### config.mk
export PLATFORM = sky130hd
export DESIGN_NAME = affine_forward_pixel_mapper
export DESIGN_NICKNAME = d
export VERILOG_FILES = /design/src/hw/rtl/afpm_pkg.sv /design/src/hw/rtl/affine_forward_pixel_mapper.sv
export SDC_FILE = /design/constraint.sdc
export NUM_CORES = 2
export LEC_CHECK = 0
export BUFFER_PORTS_ARGS = -buffer_cell sky130_fd_sc_hd__buf_4
export CORE_ASPECT_RATIO = 0.6
export CORE_MARGIN = 10
export CORE_UTILIZATION = 45
export DETAILED_ROUTE_END_ITERATION = 7
export PLACE_DENSITY = 0.63
export SLEW_MARGIN = 20
export SYNTH_ARGS = -nofsm -noshare
export SYNTH_HDL_FRONTEND = slang
export SYNTH_SLANG_ARGS = --single-unit
### constraint.sdc
create_clock -name clk -period 9.7 [get_ports clk]
set_clock_uncertainty 0.05 [all_clocks]
set_input_delay 0 -clock clk [delete_from_list [all_inputs] [get_ports clk]]
set_output_delay 0 -clock clk [all_outputs]
set_load 0.01 [all_outputs]
### src/hw/rtl/afpm_pkg.sv
package afpm_pkg;

    localparam int COEFF_W   = 16;
    localparam int CFG_IDX_W = 3;
    localparam int COLOR_W   = 24;

    localparam logic [7:0] PIX_ALPHA = 8'd255;

    typedef enum logic [CFG_IDX_W-1:0] {
        REG_COEFF_XX      = 3'd0,
        REG_COEFF_XY      = 3'd1,
        REG_COEFF_YX      = 3'd2,
        REG_COEFF_YY      = 3'd3,
        REG_OFFSET_X      = 3'd4,
        REG_OFFSET_Y      = 3'd5,
        REG_CANVAS_WIDTH  = 3'd6,
        REG_CANVAS_HEIGHT = 3'd7
    } cfg_reg_t;

    typedef logic [COLOR_W-1:0] color_t;

endpackage

### src/hw/rtl/affine_forward_pixel_mapper.sv
// Forward-mapping affine pixel mapper. Each input transaction carries a source
// coordinate relative to the chosen origin and a BGR pixel; the block multiplies
// the coordinate by a 2x2 signed Q3.12 matrix, truncates each product term toward
// zero, adds the configured offset and tests the result against the canvas size.
// One output transaction is produced per input: the destination coordinate, a
// write-enable flag on tuser and an opaque BGRA pixel (coordinate and alpha are
// zero when the pixel falls off the canvas). The block accepts one pixel per clock
// while s_tready is high, which backpressure can drop; each pixel passes through
// the four register stages: multiply (loaded at acceptance), truncate, add offset,
// canvas compare. Each stage holds its data under backpressure and fills its
// bubble when it can, so stalls lose and repeat nothing. The user must see that
// registers are written only while the block is idle; the block itself does not
// enforce this. The coefficients reset to identity, offsets to zero and the
// canvas to its full coordinate range.
module affine_forward_pixel_mapper
    import afpm_pkg::*;
#(
    parameter int COORD_BITS = 13,
    parameter int FRAC_BITS  = 12
)
(
    input  logic clk,
    input  logic rst_n,

    input  logic                                                  cfg_we,
    input  logic [CFG_IDX_W-1:0]                                  cfg_index,
    input  logic [((COORD_BITS + 1 > 16) ? COORD_BITS + 1 : 16)-1:0] cfg_data,

    input  logic                                           s_tvalid,
    output logic                                           s_tready,
    // Fields from bit 0: src_x, src_y, blue_in, green_in, red_in, zero fill.
    input  logic [((2 * COORD_BITS + 24 + 7) / 8) * 8-1:0] s_tdata,

    output logic                                           m_tvalid,
    input  logic                                           m_tready,
    // Fields from bit 0: dest_x, dest_y, blue_out, green_out, red_out, alpha_out,
    // zero fill.
    output logic [((2 * COORD_BITS + 32 + 7) / 8) * 8-1:0] m_tdata,
    // Fields from bit 0: write_enable.
    output logic [0:0]                                     m_tuser
);

    localparam int SIZE_W = COORD_BITS + 1;
    localparam int OUT_W  = ((2 * COORD_BITS + 32 + 7) / 8) * 8;
    localparam int PROD_W = COEFF_W + COORD_BITS;
    localparam int TERM_W = PROD_W - FRAC_BITS;
    localparam int SUM_W  = ((TERM_W > SIZE_W) ? TERM_W : SIZE_W) + 2;

    logic signed [COEFF_W-1:0] coeff_xx_reg, coeff_xy_reg, coeff_yx_reg, coeff_yy_reg;
    logic signed [SIZE_W-1:0]  offset_x_reg, offset_y_reg;
    logic [SIZE_W-1:0]         canvas_width_reg, canvas_height_reg;

    always_ff @(posedge clk or negedge rst_n)
    begin
        if (!rst_n)
        begin
            coeff_xx_reg      <= COEFF_W'(1 << FRAC_BITS);
            coeff_xy_reg      <= '0;
            coeff_yx_reg      <= '0;
            coeff_yy_reg      <= COEFF_W'(1 << FRAC_BITS);
            offset_x_reg      <= '0;
            offset_y_reg      <= '0;
            canvas_width_reg  <= SIZE_W'(1 << COORD_BITS);
            canvas_height_reg <= SIZE_W'(1 << COORD_BITS);
        end
        else if (cfg_we)
        begin
            case (cfg_reg_t'(cfg_index))
                REG_COEFF_XX:      coeff_xx_reg      <= cfg_data[COEFF_W-1:0];
                REG_COEFF_XY:      coeff_xy_reg      <= cfg_data[COEFF_W-1:0];
                REG_COEFF_YX:      coeff_yx_reg      <= cfg_data[COEFF_W-1:0];
                REG_COEFF_YY:      coeff_yy_reg      <= cfg_data[COEFF_W-1:0];
                REG_OFFSET_X:      offset_x_reg      <= cfg_data[SIZE_W-1:0];
                REG_OFFSET_Y:      offset_y_reg      <= cfg_data[SIZE_W-1:0];
                REG_CANVAS_WIDTH:  canvas_width_reg  <= cfg_data[SIZE_W-1:0];
                REG_CANVAS_HEIGHT: canvas_height_reg <= cfg_data[SIZE_W-1:0];
                default:           ;
            endcase
        end
    end

    // Stage handshake: a stage loads when it is empty or its successor loads.
    logic v1_reg, v2_reg, v3_reg, v4_reg;
    logic v1_next, v2_next, v3_next, v4_next;
    logic rdy1, rdy2, rdy3, rdy4;

    assign rdy4     = !v4_reg || m_tready;
    assign rdy3     = !v3_reg || rdy4;
    assign rdy2     = !v2_reg || rdy3;
    assign rdy1     = !v1_reg || rdy2;
    assign s_tready = rdy1;
    assign m_tvalid = v4_reg;

    always_comb
    begin
        v1_next = rdy1 ? s_tvalid : v1_reg;
        v2_next = rdy2 ? v1_reg   : v2_reg;
        v3_next = rdy3 ? v2_reg   : v3_reg;
        v4_next = rdy4 ? v3_reg   : v4_reg;
    end

    always_ff @(posedge clk or negedge rst_n)
    begin
        if (!rst_n)
        begin
            v1_reg <= 1'b0;
            v2_reg <= 1'b0;
            v3_reg <= 1'b0;
            v4_reg <= 1'b0;
        end
        else
        begin
            v1_reg <= v1_next;
            v2_reg <= v2_next;
            v3_reg <= v3_next;
            v4_reg <= v4_next;
        end
    end

    // Stage 1: the four products.
    logic signed [COORD_BITS-1:0] src_x, src_y;
    color_t                       color_in;
    logic signed [PROD_W-1:0]     mul_xx, mul_xy, mul_yx, mul_yy;
    logic signed [PROD_W-1:0]     prod_xx_reg, prod_xy_reg, prod_yx_reg, prod_yy_reg;
    color_t                       color1_reg;

    assign src_x    = s_tdata[COORD_BITS-1:0];
    assign src_y    = s_tdata[2*COORD_BITS-1:COORD_BITS];
    assign color_in = s_tdata[2*COORD_BITS+COLOR_W-1:2*COORD_BITS];

    assign mul_xx = PROD_W'(coeff_xx_reg) * PROD_W'(src_x);
    assign mul_xy = PROD_W'(coeff_xy_reg) * PROD_W'(src_y);
    assign mul_yx = PROD_W'(coeff_yx_reg) * PROD_W'(src_x);
    assign mul_yy = PROD_W'(coeff_yy_reg) * PROD_W'(src_y);

    always_ff @(posedge clk)
    begin
        if (rdy1)
        begin
            prod_xx_reg <= mul_xx;
            prod_xy_reg <= mul_xy;
            prod_yx_reg <= mul_yx;
            prod_yy_reg <= mul_yy;
            color1_reg  <= color_in;
        end
    end

    // Stage 2: scale each product down, truncating toward zero.
    function automatic logic signed [TERM_W-1:0] trunc_term(input logic signed [PROD_W-1:0] p);
        logic [PROD_W-1:0] biased;
        biased = p + {{TERM_W{1'b0}}, {FRAC_BITS{p[PROD_W-1]}}};
        return $signed(biased[PROD_W-1:FRAC_BITS]);
    endfunction

    logic signed [TERM_W-1:0] term_xx_reg, term_xy_reg, term_yx_reg, term_yy_reg;
    color_t                   color2_reg;

    always_ff @(posedge clk)
    begin
        if (rdy2)
        begin
            term_xx_reg <= trunc_term(prod_xx_reg);
            term_xy_reg <= trunc_term(prod_xy_reg);
            term_yx_reg <= trunc_term(prod_yx_reg);
            term_yy_reg <= trunc_term(prod_yy_reg);
            color2_reg  <= color1_reg;
        end
    end

    // Stage 3: sum the terms and the offset.
    logic signed [SUM_W-1:0] sum_x, sum_y;
    logic signed [SUM_W-1:0] sum_x_reg, sum_y_reg;
    color_t                  color3_reg;

    assign sum_x = SUM_W'(term_xx_reg) + SUM_W'(term_xy_reg) + SUM_W'(offset_x_reg);
    assign sum_y = SUM_W'(term_yx_reg) + SUM_W'(term_yy_reg) + SUM_W'(offset_y_reg);

    always_ff @(posedge clk)
    begin
        if (rdy3)
        begin
            sum_x_reg  <= sum_x;
            sum_y_reg  <= sum_y;
            color3_reg <= color2_reg;
        end
    end

    // Stage 4: canvas test and output formatting.
    logic                  in_x, in_y, on_canvas;
    logic [COORD_BITS-1:0] dest_x_reg, dest_y_reg;
    logic [7:0]            alpha_reg;
    logic                  write_enable_reg;
    color_t                color4_reg;

    assign in_x = (sum_x_reg[SUM_W-1:COORD_BITS] == '0)
               && (sum_x_reg < $signed(SUM_W'(canvas_width_reg)));
    assign in_y = (sum_y_reg[SUM_W-1:COORD_BITS] == '0)
               && (sum_y_reg < $signed(SUM_W'(canvas_height_reg)));
    assign on_canvas = in_x && in_y;

    always_ff @(posedge clk)
    begin
        if (rdy4)
        begin
            dest_x_reg       <= on_canvas ? sum_x_reg[COORD_BITS-1:0] : '0;
            dest_y_reg       <= on_canvas ? sum_y_reg[COORD_BITS-1:0] : '0;
            alpha_reg        <= on_canvas ? PIX_ALPHA : 8'd0;
            write_enable_reg <= on_canvas;
            color4_reg       <= color3_reg;
        end
    end

    assign m_tdata    = OUT_W'({alpha_reg, color4_reg, dest_y_reg, dest_x_reg});
    assign m_tuser[0] = write_enable_reg;

endmodule
## Yosys cells after proc, flatten, opt, wreduce, memory -nomap -nowiden

Cells that the tools add are included.
Widths: inputs -> output; s select.

- $mul: 4
- Magnitude comparators: 2
- Reduce and logical (&&, ||, !) cells: 22
- Add/sub/neg operators: 8
- Multiplexer cells: 1
- Equal/unequal tests: 7

Operator list:

| operator | count |
|---|---|
| $add 29x12->29 | 4 |
| $mul 16x13->29 | 4 |
| $add 18x14->19 | 2 |
| $lt 19x15->1 | 2 |
| $add 17x17->18 | 2 |
| $reduce_and 2->1 | 8 |
| $eq 3x3->1 const B | 4 |
| $logic_not 6->1 | 2 |
| $mux 8 | 1 |
| $eq 3x2->1 const B | 2 |
| $logic_not 1->1 | 4 |
| $logic_or 1x1->1 | 4 |
| $eq 3x1->1 const B | 1 |
| $logic_and 1x1->1 | 3 |
| $logic_not 3->1 | 1 |

- Output and inout port bits: 67
- Logic and storage cells: 74
- Input port bits: 80
- Flip-flop bits (word level): 477

## Logic depth before layout (Yosys ltp)

- Depth in word-level cells: 5
- Mapped depth: 23
- Depth with buffers taken out: 22

## Worst setup path before layout

No wires, ideal clock.

- Path kind: flip-flop to flip-flop
- Start point: register v4_reg (netlist: m_tvalid)
- End point: register color1_reg[0] (enable)
- Cell stages (with the launch flop): 3
- Data required time: 7,782 ps
- Clock period less this slack: 6,496 ps
- Setup time: 1,868 ps
- Path slack: 3,204 ps
- Data arrival time: 4,578 ps
- Path buffers: 0
- Cells stage by stage: dfrtp_1 -> nor2b_1 -> nand4_1

- Longest elaborated chain between the ends: 5

RTL lines:

| element | RTL line | RTL |
|---|---|---|
| start, declared | affine_forward_pixel_mapper.sv:83 | `logic v1_reg, v2_reg, v3_reg, v4_reg;` |
| start signal, assigned | affine_forward_pixel_mapper.sv:116 | `v4_reg <= v4_next;` |
| $logic_not 1->1 | affine_forward_pixel_mapper.sv:87 | `assign rdy4 = !v4_reg \|\| m_tready;` |
| $logic_or 1x1->1 | affine_forward_pixel_mapper.sv:87 |  |
| $logic_or 1x1->1 | affine_forward_pixel_mapper.sv:88 | `assign rdy3 = !v3_reg \|\| rdy4;` |
| $logic_or 1x1->1 | affine_forward_pixel_mapper.sv:89 | `assign rdy2 = !v2_reg \|\| rdy3;` |
| $logic_or 1x1->1 | affine_forward_pixel_mapper.sv:90 | `assign rdy1 = !v1_reg \|\| rdy2;` |
| named net s_tready | affine_forward_pixel_mapper.sv:30 | `output logic s_tready,` |
| end signal, assigned | affine_forward_pixel_mapper.sv:144 | `color1_reg <= color_in;` |
| end, declared | affine_forward_pixel_mapper.sv:125 | `color_t color1_reg;` |

The timed path passes the listed nets, and every way through them passes these cells.
A chain may end at the register's enable or synchronous reset.

## Final worst setup path

- Start point: register coeff_yy_reg[6]
- End point: register prod_yy_reg[27] (data pin)

- Longest elaborated chain between the ends: 1

RTL lines:

| element | RTL line | RTL |
|---|---|---|
| start, declared | affine_forward_pixel_mapper.sv:49 | `logic signed [COEFF_W-1:0] coeff_xx_reg, coeff_xy_reg, coeff_yx_reg, coeff_yy_reg;` |
| start signal, assigned | affine_forward_pixel_mapper.sv:60 | `coeff_yy_reg <= COEFF_W'(1 << FRAC_BITS);` |
| start signal, assigned | affine_forward_pixel_mapper.sv:72 | `REG_COEFF_YY: coeff_yy_reg <= cfg_data[COEFF_W-1:0];` |
| $mul 16x13->29 | affine_forward_pixel_mapper.sv:134 | `assign mul_yy = PROD_W'(coeff_yy_reg) * PROD_W'(src_y);` |
| named net mul_yy[27] | affine_forward_pixel_mapper.sv:123 | `logic signed [PROD_W-1:0] mul_xx, mul_xy, mul_yx, mul_yy;` |
| end signal, assigned | affine_forward_pixel_mapper.sv:143 | `prod_yy_reg <= mul_yy;` |
| end, declared | affine_forward_pixel_mapper.sv:124 | `logic signed [PROD_W-1:0] prod_xx_reg, prod_xy_reg, prod_yx_reg, prod_yy_reg;` |

The timed path passes the listed nets, and every way through them passes these cells.

==> flow_summary.html <==
<table>
<tr><th>Metric</th><th>Value</th></tr>
<tr><th colspan="2">Critical path</th></tr>
<tr><td>Origin of the critical flop-to-flop path</td><td>coeff_yy_reg[6]</td></tr>
<tr><td>Capturing element type of the critical path</td><td>register</td></tr>
<tr><td>Most Frequent Cell on Critical Path</td><td>fa_1</td></tr>
<tr><td>Master of the slowest instance on the critical path</td><td>dfrtp_1</td></tr>
<tr><td>Endpoint of the worst register-to-register path</td><td>prod_yy_reg[27]</td></tr>
<tr><td>R2r setup slk</td><td>2.79 ns</td></tr>
<tr><td>Crit path from</td><td>coeff_yy_reg[6]</td></tr>
<tr><td>Critical path class</td><td>register to register</td></tr>
<tr><td>Destination of the critical timing path</td><td>prod_yy_reg[27]</td></tr>
<tr><td>Arr. time, crit path</td><td>7.19 ns</td></tr>
<tr><td>Reg2reg path depth</td><td>19</td></tr>
<tr><td>Critical Path Start Type</td><td>register</td></tr>
<tr><td>Crit-path max FO</td><td>14</td></tr>
<tr><td>Required time of the critical path</td><td>9.98 ns</td></tr>
<tr><td>Slowest stage delay, CP</td><td>0.64 ns</td></tr>
<tr><td>Cell chain of the critical path</td><td>and2_1 -&gt; fa_1 -&gt; inv_1 -&gt; fa_1 -&gt; inv_1 -&gt; fa_1 -&gt; inv_1 -&gt; fa_1 -&gt; inv_1 -&gt; fa_1 -&gt; ha_1 -&gt; ha_1 -&gt; o31ai_1 -&gt; a32oi_1 -&gt; a41oi_1 -&gt; o311ai_1 -&gt; nor4_1 -&gt; nor2_1 -&gt; o311ai_1</td></tr>
<tr><th colspan="2">Die</th></tr>
<tr><td>Full die area</td><td>0.126 mm²</td></tr>
<tr><td>Width of the die</td><td>452 µm</td></tr>
<tr><td>Row count</td><td>94</td></tr>
<tr><td>Vertical die dimension</td><td>279 µm</td></tr>
<tr><td>I/O pin count</td><td>147</td></tr>
<tr><td>Initial Utilization</td><td>45.6%</td></tr>
<tr><td>Standard cell core area</td><td>0.110 mm²</td></tr>
<tr><th colspan="2">Synth</th></tr>
<tr><td>#FFs+latches synth</td><td>469</td></tr>
<tr><td>Netlist Area Pre-Place</td><td>0.0503 mm²</td></tr>
<tr><td>Number of distinct library cells after synthesis</td><td>73</td></tr>
<tr><td>Share of synthesized flip-flops with an asynchronous set or reset</td><td>26.4%</td></tr>
<tr><td>Number of standard cells after synthesis</td><td>4639</td></tr>
<tr><td>Yosys warnings</td><td>0</td></tr>
<tr><td>Number of enable-type register cells in the synthesized netlist</td><td>345</td></tr>
<tr><td>Sequential fraction of the synthesis area</td><td>26.8%</td></tr>
<tr><td>Ys flop type</td><td>edfxtp_1</td></tr>
<tr><td>Mean area per synthesized cell</td><td>10.9 µm²</td></tr>
<tr><th colspan="2">Clock tree</th></tr>
<tr><td>Maximum buffer depth of the clock tree</td><td>3</td></tr>
<tr><td>Reg clk slew, reported paths</td><td>0.06 ns</td></tr>
<tr><td>Root buffer cell</td><td>clkbuf_16</td></tr>
<tr><td>Clock insertion delay at the later pin of the skew report</td><td>0.62 ns</td></tr>
<tr><td>Num CTS Buffers</td><td>51</td></tr>
<tr><td>H-tree lvl count</td><td>2</td></tr>
<tr><td>Setup repair bufs after CTS</td><td>0</td></tr>
<tr><td>Clock tree from TritonCTS</td><td>built</td></tr>
<tr><td>Clock Sink Count</td><td>469</td></tr>
<tr><th colspan="2">Global route</th></tr>
<tr><td>Via count of the first global-routing pass</td><td>33.3k</td></tr>
<tr><td>Residual overflow from global routing</td><td>0</td></tr>
<tr><td>Wire length of the first global-routing pass</td><td>193000 µm</td></tr>
<tr><td>Antenna violations before repair</td><td>10</td></tr>
<tr><td>Pin count of the biggest net entering global routing</td><td>76</td></tr>
<tr><td>Total Routing Usage GR</td><td>19.2%</td></tr>
<tr><th colspan="2">Detailed routing</th></tr>
<tr><td>Wire length reported by the detailed router</td><td>119000 µm</td></tr>
<tr><td>Wire length per cell after detailed routing</td><td>19.0 µm</td></tr>
<tr><td>DR vias/cell</td><td>5.15</td></tr>
<tr><td>Antenna Nets Post-Route</td><td>0</td></tr>
<tr><td>Drt first pass iters</td><td>5</td></tr>
<tr><td>Initial drt markers</td><td>2346</td></tr>
<tr><td>DRC violation count after routing</td><td>0</td></tr>
<tr><td>Total number of vias</td><td>32.2k</td></tr>
<tr><th colspan="2">Cells and area</th></tr>
<tr><td>Fraction of final layout cells sized beyond drive strength 1</td><td>8.06%</td></tr>
<tr><td>Number of nets at the end of the flow</td><td>6012</td></tr>
<tr><td>Most common cell after layout, fill and taps aside</td><td>inv_1</td></tr>
<tr><td>Number of filler instances in the final layout</td><td>9965</td></tr>
<tr><td>Synth-to-layout area growth</td><td>9.15%</td></tr>
<tr><td>Leading cell types in the layout, fill and taps excluded</td><td>864 x inv_1, 816 x fa_1, 503 x nand2_1</td></tr>
<tr><th colspan="2">Timing</th></tr>
<tr><td>Post-route clock period utilization</td><td>71.2%</td></tr>
<tr><td>Transition time of the tightest slew-check pin</td><td>1.04 ns</td></tr>
<tr><td>Setup-failing EPs final</td><td>0</td></tr>
<tr><td>Final max-slew violation count</td><td>0</td></tr>
<tr><td>Slew margin rel.</td><td>30.5%</td></tr>
<tr><td>Clock period minus final worst setup slack</td><td>6.91 ns</td></tr>
<tr><td>Number of hold violations in the final report</td><td>0</td></tr>
<tr><td>Highest Clock Rate</td><td>145 MHz</td></tr>
<tr><td>Setup repair after global routing missed its margin</td><td>no</td></tr>
<tr><td>Setup TNS Final</td><td>0 ns</td></tr>
<tr><th colspan="2">Place</th></tr>
<tr><td>Routability cong.</td><td>0.934</td></tr>
<tr><td>Number of I/O port buffers</td><td>134</td></tr>
<tr><td>Half-perimeter wire length after placement</td><td>91400 µm</td></tr>
<tr><th colspan="2">Outcome</th></tr>
<tr><td>Run status</td><td>finished, final reports clean</td></tr>
<tr><th colspan="2">Flow run</th></tr>
<tr><td>Number of maximum-capacitance violations</td><td>0</td></tr>
<tr><th colspan="2">Worst hold path</th></tr>
<tr><td>Hold crit path type</td><td>primary input to register</td></tr>
</table>
## critical path, delay by kind of cell, from the launching register on
kind | cells | cell delay (ns)
AOI/OAI and AO/OA | 5 | 2.03
buffers and inverters | 4 | 0.20
and+or+nand+nor | 3 | 0.73
DFF | 1 | 0.64
adders and majority gates | 7 | 2.96
## synthesized netlist by cell type, types with 19 or more instances
library cell  count  area, µm²
and3_1           22        138
nand4_1          19        119
ha_1            396       4950
nand2b_1         32        200
xor2_1           43        377
a21oi_1          86        430
and2_1          353       2210
edfxtp_1        345      10400
a211oi_1         46        345
clkbuf_1        162        608
fa_1            816      16300
xnor2_1         159       1390
dfrtp_1         120       3000
nor2_1          142        533
mux2_2          119       1340
o21ai_0          61        305
nand3_1          38        190
a21o_1           42        315
nand2_1         504       1890
nor3_1           34        170
o21a_1           34        255
inv_1           865       3250
## logic make-up after synthesis
group	synth area share [%]
xor+xnor	3.51
simple gates	11.9
mux	2.66
other cells	0.00745
compound gates	4.99
buf+inv	7.89
flops	26.8
fa+ha+maj	42.3
## worst min-delay path by stage
stage	depth (start not counted)	to	startpoint	slack (ns)
floorplan	0	canvas_height_reg[0]	rst_n	-0.35
global placement	1	canvas_height_reg[3]	rst_n	-0.04
detailed placement	1	canvas_height_reg[3]	rst_n	-0.03
CTS	2	color1_reg[8]	s_tdata[34]	0.02
global route	2	color1_reg[2]	s_tdata[28]	0.04
finish	2	color1_reg[14]	s_tdata[40]	0.06
## final cells by class
class	instances	area (µm²)	area share, %
antenna	3	7.51	0.0137
clock buffer	56	1320	2.39
clock inverter	39	423	0.770
inverter	867	3260	5.93
multi-input combinational	3131	33000	60.0
sequential	469	13500	24.5
tap	1488	1860	3.39
timing repair buffer	200	1650	3.00
## stage by stage
| stage | std cells | hold slack, ns | setup WS [ns] | util (%) | cell area [µm²] |
|---|---|---|---|---|---|
| final | 6253 | 0.0594 | 2.79 | 49.8 | 54900 |
| after global routing | 6250 | 0.0412 | 2.37 | 49.8 | 54900 |
| after CTS | 6250 | 0.0198 | 2.76 | 49.8 | 54900 |
| after detailed placement | 6104 | -0.0290 | 2.81 | 47.7 | 52700 |
| after global placement | 6104 | -0.0351 | 2.86 | 47.7 | 52700 |
| after floorplan | 4644 | -0.346 | 3.20 | - | 50400 |
## per-layer routing
| layer | vias up | wire length (µm) | GRT usage (%) |
|---|---|---|---|
| met1 | 16200 | 58200 | 30.5 |
| li1 | 14800 | - | - |
| met2 | 1051 | 46300 | 25.9 |
| met3 | 117 | 12300 | 5.41 |
| met5 | - | 21 | 0 |
| met4 | 4 | 1750 | 3.04 |
## what timing repair did
action                     CTS  global route
hold buffers                51             0
gates resized for setup      0             0
setup endpoints to repair    0             0
hold endpoints to repair   209             0
Power is not shown: default switching activity piles up to over one toggle a cycle in this logic, so the estimate is an artifact.
